## src/rtl/iee_pkg.sv

```systemverilog
// Package for the integer expression evaluator: status codes, parse phases,
// character classes and controller/datapath command and status structs.
// No dependencies.
package iee_pkg;

   localparam int LineMaxDefault = 64;

   localparam logic [2:0] ST_OK      = 3'd0;
   localparam logic [2:0] ST_SYNTAX  = 3'd1;
   localparam logic [2:0] ST_UNKOP   = 3'd2;
   localparam logic [2:0] ST_RANGE   = 3'd3;
   localparam logic [2:0] ST_DIVZERO = 3'd4;
   localparam logic [2:0] ST_TOOLONG = 3'd5;

   localparam logic [1:0] OP_ADD = 2'd0;
   localparam logic [1:0] OP_SUB = 2'd1;
   localparam logic [1:0] OP_MUL = 2'd2;
   localparam logic [1:0] OP_DIV = 2'd3;

   typedef enum logic [7:0] {
      PH_LEAD1  = 8'b0000_0001,
      PH_SIGN1  = 8'b0000_0010,
      PH_DIG1   = 8'b0000_0100,
      PH_AFTER1 = 8'b0000_1000,
      PH_LEAD2  = 8'b0001_0000,
      PH_SIGN2  = 8'b0010_0000,
      PH_DIG2   = 8'b0100_0000,
      PH_TRAIL  = 8'b1000_0000
   } phase_type;

   typedef enum logic [4:0] {
      CS_PARSE = 5'b00001,
      CS_CALC  = 5'b00010,
      CS_DIV   = 5'b00100,
      CS_CHECK = 5'b01000,
      CS_OUT   = 5'b10000
   } ctrl_state_type;

   // controller -> datapath
   typedef struct packed {
      logic       clear;       // end of line: clear operand state
      logic       digit;       // accumulate a digit
      logic       start_op;    // clear magnitude, set sign
      logic       neg;         // sign for start_op
      logic       latch_a;     // first operand <- current operand
      logic       set_op;
      logic [1:0] op;
      logic       calc;        // start evaluation
      logic [3:0] dval;
   } dp_cmd_type;

   // datapath -> controller
   typedef struct packed {
      logic        digit_ovf;  // next digit would overflow
      logic        done;       // evaluation finished
      logic [2:0]  calc_status;
      logic [31:0] calc_value;
   } dp_stat_type;

   function automatic logic is_blank(input logic [7:0] c);
      return (c == 8'd32) || (c == 8'd9);
   endfunction

   function automatic logic is_dig(input logic [7:0] c);
      return (c >= 8'd48) && (c <= 8'd57);
   endfunction

endpackage

```

## src/rtl/iee_datapath.sv

```systemverilog
// Datapath of the expression evaluator: operand accumulation with range
// check, add/sub, multiplier and a radix-2 restoring divider.
// Depends on iee_pkg.
module iee_datapath
   import iee_pkg::*;
(
   input  logic        clock,
   input  logic        reset,
   input  dp_cmd_type  cmd,
   output dp_stat_type stat
);

   logic [31:0] mag_ff, mag_in;
   logic        neg_ff, neg_in;
   logic [31:0] a_ff, a_in;
   logic [1:0]  op_ff, op_in;

   // evaluation sequencer
   typedef enum logic [3:0] {
      EV_IDLE = 4'b0001,
      EV_MUL  = 4'b0010,
      EV_DIV  = 4'b0100,
      EV_DONE = 4'b1000
   } ev_type;
   ev_type      ev_ff, ev_in;
   logic [63:0] prod_ff, prod_in;
   logic [31:0] quo_ff, quo_in;
   logic [32:0] rem_ff, rem_in;
   logic [31:0] dvd_ff, dvd_in;
   logic [31:0] dvs_ff, dvs_in;
   logic [4:0]  cnt_ff, cnt_in;
   logic [2:0]  st_ff, st_in;
   logic [31:0] val_ff, val_in;
   logic        qneg_ff, qneg_in;

   logic [31:0] limit, mag10, b_bits, ua, ub;
   logic [32:0] limsub, trial;
   logic [32:0] sum33;
   logic        ovf;

   assign limit  = neg_ff ? 32'h8000_0000 : 32'h7FFF_FFFF;
   assign limsub = {1'b0, limit} - {29'd0, cmd.dval};
   assign mag10  = (mag_ff << 3) + (mag_ff << 1);
   // magnitude > (limit-d)/10  <=>  10*mag > limit-d, with mag <= 214748364 guard
   assign ovf    = (mag_ff > 32'd214748364) ||
                   ({1'b0, mag10} > limsub);
   assign b_bits = neg_ff ? (32'd0 - mag_ff) : mag_ff;
   assign ua     = a_ff[31] ? (32'd0 - a_ff) : a_ff;
   assign ub     = b_bits[31] ? (32'd0 - b_bits) : b_bits;
   assign sum33  = (op_ff == OP_ADD)
                   ? ({a_ff[31], a_ff} + {b_bits[31], b_bits})
                   : ({a_ff[31], a_ff} - {b_bits[31], b_bits});
   assign trial  = {rem_ff[31:0], dvd_ff[31]} - {1'b0, dvs_ff};

   function automatic logic qneg_in_ok(input logic n, input logic [31:0] q);
      return n || !q[31];
   endfunction

   always_comb begin
      mag_in  = mag_ff;
      neg_in  = neg_ff;
      a_in    = a_ff;
      op_in   = op_ff;
      ev_in   = ev_ff;
      prod_in = prod_ff;
      quo_in  = quo_ff;
      rem_in  = rem_ff;
      dvd_in  = dvd_ff;
      dvs_in  = dvs_ff;
      cnt_in  = cnt_ff;
      st_in   = st_ff;
      val_in  = val_ff;
      qneg_in = qneg_ff;
      if (cmd.start_op) begin
         mag_in = '0;
         neg_in = cmd.neg;
      end
      // a first digit starts from an empty magnitude
      if (cmd.digit) begin
         if (cmd.start_op) mag_in = {28'd0, cmd.dval};
         else if (!ovf) mag_in = mag10 + {28'd0, cmd.dval};
      end
      if (cmd.latch_a) a_in = b_bits;
      if (cmd.set_op) op_in = cmd.op;
      unique case (ev_ff)
         EV_IDLE: begin
            if (cmd.calc) begin
               st_in  = ST_OK;
               val_in = '0;
               unique case (op_ff)
                  OP_ADD, OP_SUB: begin
                     if (sum33[32] != sum33[31]) st_in = ST_RANGE;
                     else val_in = sum33[31:0];
                     ev_in = EV_DONE;
                  end
                  OP_MUL: begin
                     prod_in = $signed(a_ff) * $signed(b_bits);
                     ev_in   = EV_MUL;
                  end
                  default: begin
                     if (b_bits == '0) begin
                        st_in = ST_DIVZERO;
                        ev_in = EV_DONE;
                     end else begin
                        dvd_in  = ua;
                        dvs_in  = ub;
                        rem_in  = '0;
                        quo_in  = '0;
                        cnt_in  = '0;
                        qneg_in = a_ff[31] ^ b_bits[31];
                        ev_in   = EV_DIV;
                     end
                  end
               endcase
            end
         end
         EV_MUL: begin
            if (prod_ff[63:31] != {33{prod_ff[31]}}) st_in = ST_RANGE;
            else val_in = prod_ff[31:0];
            ev_in = EV_DONE;
         end
         EV_DIV: begin
            if (!trial[32]) begin
               rem_in = trial;
               quo_in = {quo_ff[30:0], 1'b1};
            end else begin
               rem_in = {rem_ff[31:0], dvd_ff[31]};
               quo_in = {quo_ff[30:0], 1'b0};
            end
            dvd_in = {dvd_ff[30:0], 1'b0};
            cnt_in = cnt_ff + 5'd1;
            if (cnt_ff == 5'd31) begin
               // only -2^31 / -1 leaves the range
               if (!qneg_in_ok(qneg_ff, quo_in)) st_in = ST_RANGE;
               else val_in = qneg_ff ? (32'd0 - quo_in) : quo_in;
               ev_in = EV_DONE;
            end
         end
         default: ev_in = EV_IDLE;
      endcase
      if (cmd.clear) begin
         mag_in = '0;
         neg_in = 1'b0;
         a_in   = '0;
         op_in  = OP_ADD;
      end
   end

   always_ff @(posedge clock) begin
      if (reset) begin
         mag_ff <= '0;
         neg_ff <= 1'b0;
         a_ff   <= '0;
         op_ff  <= OP_ADD;
         ev_ff  <= EV_IDLE;
      end else begin
         mag_ff <= mag_in;
         neg_ff <= neg_in;
         a_ff   <= a_in;
         op_ff  <= op_in;
         ev_ff  <= ev_in;
      end
   end

   always_ff @(posedge clock) begin
      prod_ff <= prod_in;
      quo_ff  <= quo_in;
      rem_ff  <= rem_in;
      dvd_ff  <= dvd_in;
      dvs_ff  <= dvs_in;
      cnt_ff  <= cnt_in;
      st_ff   <= st_in;
      val_ff  <= val_in;
      qneg_ff <= qneg_in;
   end

   assign stat.digit_ovf   = ovf;
   assign stat.done        = (ev_ff == EV_DONE);
   assign stat.calc_status = st_ff;
   assign stat.calc_value  = val_ff;

   property p_mag_range;
      @(posedge clock) disable iff (reset)
         mag_ff <= 32'h8000_0000;
   endproperty
   a_mag_range: assert property (p_mag_range) else $error("magnitude out of range");

   a_ok_has_value: assert property (@(posedge clock) disable iff (reset)
      (ev_ff == EV_DONE && st_ff != ST_OK) |-> val_ff == '0)
      else $error("error result carries a value");

   a_div_len: assert property (@(posedge clock) disable iff (reset)
      (ev_ff == EV_DIV && cnt_ff == 5'd31) |=> ev_ff == EV_DONE)
      else $error("divider did not finish");

endmodule

```

## src/rtl/iee_control.sv

```systemverilog
// Controller of the expression evaluator: handshakes, line length count,
// parse phase tracking and first-error capture.
// Depends on iee_pkg.
module iee_control
   import iee_pkg::*;
#(
   parameter int LINE_MAX = LineMaxDefault
) (
   input  logic        clock,
   input  logic        reset,
   input  logic        req_tvalid,
   output logic        req_tready,
   input  logic [7:0]  req_tdata,
   output logic        rsp_tvalid,
   input  logic        rsp_tready,
   output logic [39:0] rsp_tdata,
   output dp_cmd_type  cmd,
   input  dp_stat_type stat
);

   localparam int CW = $clog2(LINE_MAX + 1);

   ctrl_state_type state_ff, state_in;
   phase_type      ph_ff, ph_in;
   logic [CW-1:0]  cnt_ff, cnt_in;
   logic [2:0]     err_ff, err_in;
   logic           ov_ff, ov_in;
   logic [2:0]     ost_ff, ost_in;
   logic [31:0]    oval_ff, oval_in;

   logic [7:0] c;
   logic       acc, blank, dig, isop;
   logic [1:0] opk;

   assign c     = req_tdata;
   assign blank = is_blank(c);
   assign dig   = is_dig(c);
   assign req_tready = (state_ff == CS_PARSE) && !ov_ff;
   assign acc   = req_tvalid && req_tready;

   always_comb begin
      isop = 1'b1;
      opk  = OP_ADD;
      unique case (c)
         8'd43:   opk = OP_ADD;
         8'd45:   opk = OP_SUB;
         8'd42:   opk = OP_MUL;
         8'd47:   opk = OP_DIV;
         default: isop = 1'b0;
      endcase
   end

   always_comb begin
      state_in = state_ff;
      ph_in    = ph_ff;
      cnt_in   = cnt_ff;
      err_in   = err_ff;
      ov_in    = ov_ff;
      ost_in   = ost_ff;
      oval_in  = oval_ff;
      cmd      = '0;
      cmd.dval = c[3:0];
      cmd.op   = opk;
      if (ov_ff && rsp_tready) ov_in = 1'b0;
      unique case (state_ff)
         CS_PARSE: begin
            if (acc && c != 8'd0) begin
               if (cnt_ff < CW'(LINE_MAX)) cnt_in = cnt_ff + CW'(1);
               if (err_ff == ST_OK) begin
                  unique case (ph_ff)
                     PH_LEAD1, PH_LEAD2: begin
                        cmd.start_op = 1'b1;
                        if (blank) begin
                        end else if (c == 8'd43 || c == 8'd45) begin
                           cmd.neg = (c == 8'd45);
                           ph_in = (ph_ff == PH_LEAD1) ? PH_SIGN1 : PH_SIGN2;
                        end else if (dig) begin
                           ph_in = (ph_ff == PH_LEAD1) ? PH_DIG1 : PH_DIG2;
                        end else err_in = ST_SYNTAX;
                     end
                     PH_SIGN1, PH_SIGN2, PH_DIG2: begin
                        if (dig) begin
                           if (ph_ff == PH_SIGN1) ph_in = PH_DIG1;
                           if (ph_ff == PH_SIGN2) ph_in = PH_DIG2;
                        end else if (ph_ff == PH_DIG2 && blank) ph_in = PH_TRAIL;
                        else err_in = ST_SYNTAX;
                     end
                     PH_DIG1: begin
                        if (!dig) begin
                           cmd.latch_a = 1'b1;
                           if (blank) ph_in = PH_AFTER1;
                           else if (isop) begin
                              cmd.set_op = 1'b1;
                              ph_in = PH_LEAD2;
                           end else err_in = ST_UNKOP;
                        end
                     end
                     PH_AFTER1: begin
                        if (blank) begin
                        end else if (dig) err_in = ST_SYNTAX;
                        else if (isop) begin
                           cmd.set_op = 1'b1;
                           ph_in = PH_LEAD2;
                        end else err_in = ST_UNKOP;
                     end
                     default: if (!blank) err_in = ST_SYNTAX;
                  endcase
               end
               // digit accumulation happens in the datapath, sign cleared first
               if (err_ff == ST_OK && dig && ph_ff != PH_AFTER1 && ph_ff != PH_TRAIL) begin
                  if (stat.digit_ovf && !(ph_ff == PH_LEAD1 || ph_ff == PH_LEAD2))
                     err_in = ST_RANGE;
                  else cmd.digit = 1'b1;
               end
            end else if (acc) begin
               if (cnt_ff >= CW'(LINE_MAX)) begin
                  ost_in = ST_TOOLONG; oval_in = '0; state_in = CS_OUT;
               end else if (err_ff != ST_OK) begin
                  ost_in = err_ff; oval_in = '0; state_in = CS_OUT;
               end else if (ph_ff == PH_DIG2 || ph_ff == PH_TRAIL) begin
                  cmd.calc = 1'b1; state_in = CS_CALC;
               end else begin
                  ost_in = ST_SYNTAX; oval_in = '0; state_in = CS_OUT;
               end
            end
         end
         CS_CALC: begin
            if (stat.done) begin
               ost_in = stat.calc_status; oval_in = stat.calc_value;
               state_in = CS_OUT;
            end
         end
         CS_OUT: begin
            cmd.clear = 1'b1;
            ph_in  = PH_LEAD1;
            cnt_in = '0;
            err_in = ST_OK;
            ov_in  = 1'b1;
            state_in = CS_PARSE;
         end
         default: state_in = CS_PARSE;
      endcase
   end

   always_ff @(posedge clock) begin
      if (reset) begin
         state_ff <= CS_PARSE;
         ph_ff    <= PH_LEAD1;
         cnt_ff   <= '0;
         err_ff   <= ST_OK;
         ov_ff    <= 1'b0;
      end else begin
         state_ff <= state_in;
         ph_ff    <= ph_in;
         cnt_ff   <= cnt_in;
         err_ff   <= err_in;
         ov_ff    <= ov_in;
      end
   end

   always_ff @(posedge clock) begin
      ost_ff  <= ost_in;
      oval_ff <= oval_in;
   end

   assign rsp_tvalid = ov_ff;
   assign rsp_tdata  = {5'd0, oval_ff, ost_ff};

   a_no_accept_busy: assert property (@(posedge clock) disable iff (reset)
      (state_ff != CS_PARSE) |-> !req_tready)
      else $error("input taken while evaluating");

   a_err_sticky: assert property (@(posedge clock) disable iff (reset)
      (err_ff != ST_OK && state_ff == CS_PARSE && !(acc && c == 8'd0))
      |=> err_ff == $past(err_ff))
      else $error("first error overwritten");

   a_cnt_sat: assert property (@(posedge clock) disable iff (reset)
      cnt_ff <= CW'(LINE_MAX))
      else $error("length count beyond limit");

endmodule

```

## src/rtl/int_expression_evaluator.sv

```systemverilog
// Integer expression evaluator: one character per transaction in, one
// status/result transaction per line out. Uses iee_pkg, iee_control, iee_datapath.
// On the terminator, + and - are computed directly, * goes through a product
// register and / through a 32-step divider; a line already in error skips
// evaluation. Throughput: one character per cycle inside a line; input stalls
// while a line is evaluated and until its result is taken.
// Reset (synchronous, high) empties the line and drops any result.
module int_expression_evaluator
   import iee_pkg::*;
#(
   parameter int LINE_MAX = LineMaxDefault
) (
   input  logic        clock,
   input  logic        reset,
   input  logic        req_tvalid,
   output logic        req_tready,
   input  logic [7:0]  req_tdata,   // [7:0] char_code
   output logic        rsp_tvalid,
   input  logic        rsp_tready,
   output logic [39:0] rsp_tdata    // [2:0] status, [34:3] result_value
);

   dp_cmd_type  cmd;
   dp_stat_type stat;

   iee_control #(.LINE_MAX(LINE_MAX)) u_control (
      .clock, .reset, .req_tvalid, .req_tready, .req_tdata,
      .rsp_tvalid, .rsp_tready, .rsp_tdata, .cmd, .stat
   );

   iee_datapath u_datapath (.clock, .reset, .cmd, .stat);

endmodule

```

## config.mk

```make
export PLATFORM = sky130hd
export DESIGN_NAME = int_expression_evaluator
export DESIGN_NICKNAME = d
export VERILOG_FILES = /design/src/rtl/iee_pkg.sv /design/src/rtl/iee_datapath.sv /design/src/rtl/iee_control.sv /design/src/rtl/int_expression_evaluator.sv
export SDC_FILE = /design/constraint.sdc
export NUM_CORES = 2
export LEC_CHECK = 0
export BUFFER_PORTS_ARGS = -buffer_cell sky130_fd_sc_hd__clkbuf_2
export CELL_PAD_IN_SITES_DETAIL_PLACEMENT = 1
export CELL_PAD_IN_SITES_GLOBAL_PLACEMENT = 2
export CORE_ASPECT_RATIO = 1.5
export CORE_MARGIN = 2
export CORE_UTILIZATION = 35
export CTS_CLUSTER_SIZE = 28
export DETAILED_ROUTE_END_ITERATION = 12
export MAX_ROUTING_LAYER = met4
export PLACE_DENSITY = 0.77
export SLEW_MARGIN = 20
export SYNTH_ARGS = -nofsm -noshare
export SYNTH_HDL_FRONTEND = slang
export SYNTH_HIERARCHICAL = 1
export SYNTH_SLANG_ARGS = --single-unit
```

## constraint.sdc

```tcl
create_clock -name clock -period 23 [get_ports clock]
set_input_delay 1.15 -clock clock [delete_from_list [all_inputs] [get_ports clock]]
set_output_delay 1.15 -clock clock [all_outputs]
set_load 0.05 [all_outputs]
```

==> impl_metrics.tcl <==
set metrics [dict create \
    drive_gt1_share_pct 5.113 \
    yosys.area_share.adder_pct 42.93 \
    r2r-end "u_datapath/prod_ff[62]$_DFFE_PP_" \
    via_per_inst 5.273 \
    slew_headroom_pct 24.11 \
    cts_max_path_buffers 3 \
    final_cells 8711 \
    num_vias 45929 \
    muxShareOfSynthArea_pct 0.6654 \
    whs_path_depth 1 \
    synth_most_common_cell "inv_1" \
    crit_top_cell "fa_1" \
    yosys-top-cells-area "fa_1 36%, edfxtp_1 13%, inv_1 7.2%" \
    cts_buffers 44 \
    dp_hpwl_um 157300 \
    final-hold-violation-count 0 \
    antenna_left 0 \
    place_inst 8629 \
    worst_path_largest_cell_delay_ns 0.77 \
    synthToLayoutAreaGrowth_pct 7.170 \
    post-route-drc-count 0 \
    cts_num_sinks 359 \
    dieArea_mm2 0.1759 \
    synth_top_area_share_pct 36.05 \
    grt_pass1_wl_um 311600 \
    power.total_mw 1.569 \
    drt_iter0_drc 2233 \
    slew_violations 0 \
    antenna_found_initial 5 \
    rows 186 \
    cts-root-buf "clkbuf_16" \
    hold_start "u_control/err_ff[2]$_SDFFE_PP0P_" \
    routed_wl_um 200100 \
    synth-edff-count 266 \
    yosysWarnings 6 \
    synth_cell_types 94 \
    fin_crit_sh_pct 51.21 \
    holdBufCountCts 0 \
    port_buffers 48 \
    gr-total-overflow 0 \
    path_class "register to register" \
    cp-start-kind "register" \
    path_max_fanout 44 \
    post-place-ws_ns 11.39 \
    wire_per_inst_um 22.98 \
    clk_pin_slew_ns 0.06 \
    yosys_register_bits 359 \
    synth_simple_gate_area_share_pct 16.45 \
    cts_tree "built" \
    grt_max_degree 67 \
    syn_area_mm2 0.06036 \
    synth_top_family_by_area "adder cells" \
    syn-instance-count 6572 \
    max_freq_mhz 84.90 \
    fin_crit_ns 11.78 \
    design.core.area_mm2 0.1713 \
    worst-slew-pin-transition_ns 1.138 \
    yosysSeqAreaShare_pct 16.32 \
    synth_largest_area_cell "fa_1" \
    r2r_start "u_datapath/mag_ff[0]$_SDFF_PP0_" \
    cp-end-kind "register" \
    htreeDepth 2 \
    final_nets 7850 \
    io-pin-count 54 \
    ff2ff_setup_slack_ns 11.22 \
    ys.flop_type "edfxtp_1" \
    final.setup.worst_slack_ns 11.22 \
    setup_viol 0 \
    track_usage_pct 23.92 \
    synthTopCellsByCount "1153 x inv_1, 1087 x fa_1, 859 x nand2_1" \
    slowest_stage "a31oi_1" \
    avgSynthCellArea_um2 9.184 \
    crit_arrival_ns 12.17 \
    start_util_pct 35.24 \
    first_pass_iters 5 \
    fp.dieH_um 512.6 \
    rsz0062_at_grt "false" \
    min-delay-path-class "register to register" \
    max-cap-violations 0 \
    fp.dieW_um 343.1 \
    required_ns 23.39 \
    clk_latency_ns 0.68 \
    finalWeightedCongestion 0.9153 \
    vdd_drop_max_uv 48.95 \
    fillers 19758 \
    synth-compound-area-share_pct 9.131 \
    hold_path_end "u_control/err_ff[2]$_SDFFE_PP0P_" \
    worstRegToRegCells 32 \
    fin_setup_tns_ns 0 \
    fin_skew_ns 0.04684 \
    yosys.area_share.xor_xnor_pct 4.844 \
    status "complete, no violations" \
    post_cts_buffers 0 \
    p_leak_nw 30.28 \
    synth_async_sr_flop_share_pct 0 \
    p_per_area_mw_per_mm2 24.26 \
    grt_pass1_vias 51914 \
    postCtsResizedCells 0 \
]
-- cells by family after synthesis --
kind of cell    Yosys count
fa+ha+maj              1419
compound gates          845
flops                   359
simple gates           2047
other cells               1
mux                      40
xor+xnor                333
buf+inv                1528
-- how the worst max path moves through the flow --
stage	startpoint	endpoint	slack (ns)	cells past startpoint
floorplan	u_datapath/neg_ff$_SDFFE_PP0P_	u_datapath/prod_ff[63]$_DFFE_PP_	13.21	33
global placement	u_datapath/mag_ff[0]$_SDFF_PP0_	u_datapath/prod_ff[62]$_DFFE_PP_	11.46	30
detailed placement	u_datapath/mag_ff[0]$_SDFF_PP0_	u_datapath/prod_ff[62]$_DFFE_PP_	11.39	30
CTS	u_datapath/mag_ff[0]$_SDFF_PP0_	u_datapath/prod_ff[62]$_DFFE_PP_	11.35	30
global route	u_datapath/mag_ff[0]$_SDFF_PP0_	u_datapath/prod_ff[62]$_DFFE_PP_	10.84	33
finish	u_datapath/mag_ff[0]$_SDFF_PP0_	u_datapath/prod_ff[62]$_DFFE_PP_	11.22	32
-- placed cells by master, fill, tap and decap left out, drive strengths merged, types with 27 or more instances in the layout --
cell type,count
nor3,63
o21ai,209
buf,122
and2,373
nand4,41
nand3,69
edfxtp,266
nor2b,57
a211oi,66
or4,27
dfxtp,93
nand2b,41
and3,64
xnor2,198
o31ai,37
xor2,135
nor4,39
clkbuf,99
nor2,317
inv,1157
nand2,860
fa,1087
a21oi,210
a21o,77
mux2i,39
ha,332
o21a,28
-- state kept, by name (all words and copies together), names as in the netlist, 31 cells and up --
signal / count
u_datapath/a_ff: 32
u_datapath/dvs_ff: 32
u_datapath/dvd_ff: 32
u_datapath/mag_ff: 32
u_control/oval_ff: 32
u_datapath/rem_ff: 32
u_datapath/val_ff: 32
u_datapath/prod_ff: 64
u_datapath/quo_ff: 31
-- worst max-delay path: cells and delay by family, from the launching register on --
kind	cells	cell delay, ns
flops	1	0.30
buf+inv	7	1.11
fa+ha+maj	9	4.31
simple gates	4	1.88
compound gates	10	3.58
xor+xnor	2	0.28
-- stage by stage --
step | utilization (%) | hold slack, ns | cell area, um2
after global placement | 36.88 | 0.5022 | 63170
after detailed placement | 36.89 | 0.5154 | 63180
after floorplan | - | 0.4794 | 60380
after global routing | 37.77 | 0.5475 | 64690
after CTS | 37.76 | 0.5242 | 64670
final | 37.77 | 0.5213 | 64690
-- per-layer routing --
layer | up-vias | track usage, % | wire (um)
li1 | 20402 | - | -
met1 | 24311 | 26.41 | 75830
met2 | 875 | 44.23 | 109000
met3 | 341 | 1.715 | 5820
met4 | 0 | 9.535 | 9524
met5 | - | - | 0
-- power breakdown --
part	leakage, nW	switching [mW]	internal, mW
clock	0.720	0.328	0.420
combinational	26.5	0.0875	0.0324
sequential	3.10	0.00667	0.695
total	30.3	0.422	1.15
-- layout make-up --
| class | instances | area, um2 | share of cell area (%) |
|---|---|---|---|
| Tap cell | 2256 | 2823 | 4.364 |
| Inverter | 1155 | 4335 | 6.702 |
| Timing Repair Buffer | 170 | 1156 | 1.787 |
| Clock buffer | 51 | 1149 | 1.776 |
| Clock inverter | 30 | 344.1 | 0.5319 |
| Sequential cell | 359 | 9852 | 15.23 |
| Multi-Input combinational cell | 4689 | 45030 | 69.61 |
| Antenna cell | 1 | 2.502 | 0.003868 |
No activity file was read; power rests on OpenSTA's default activity.
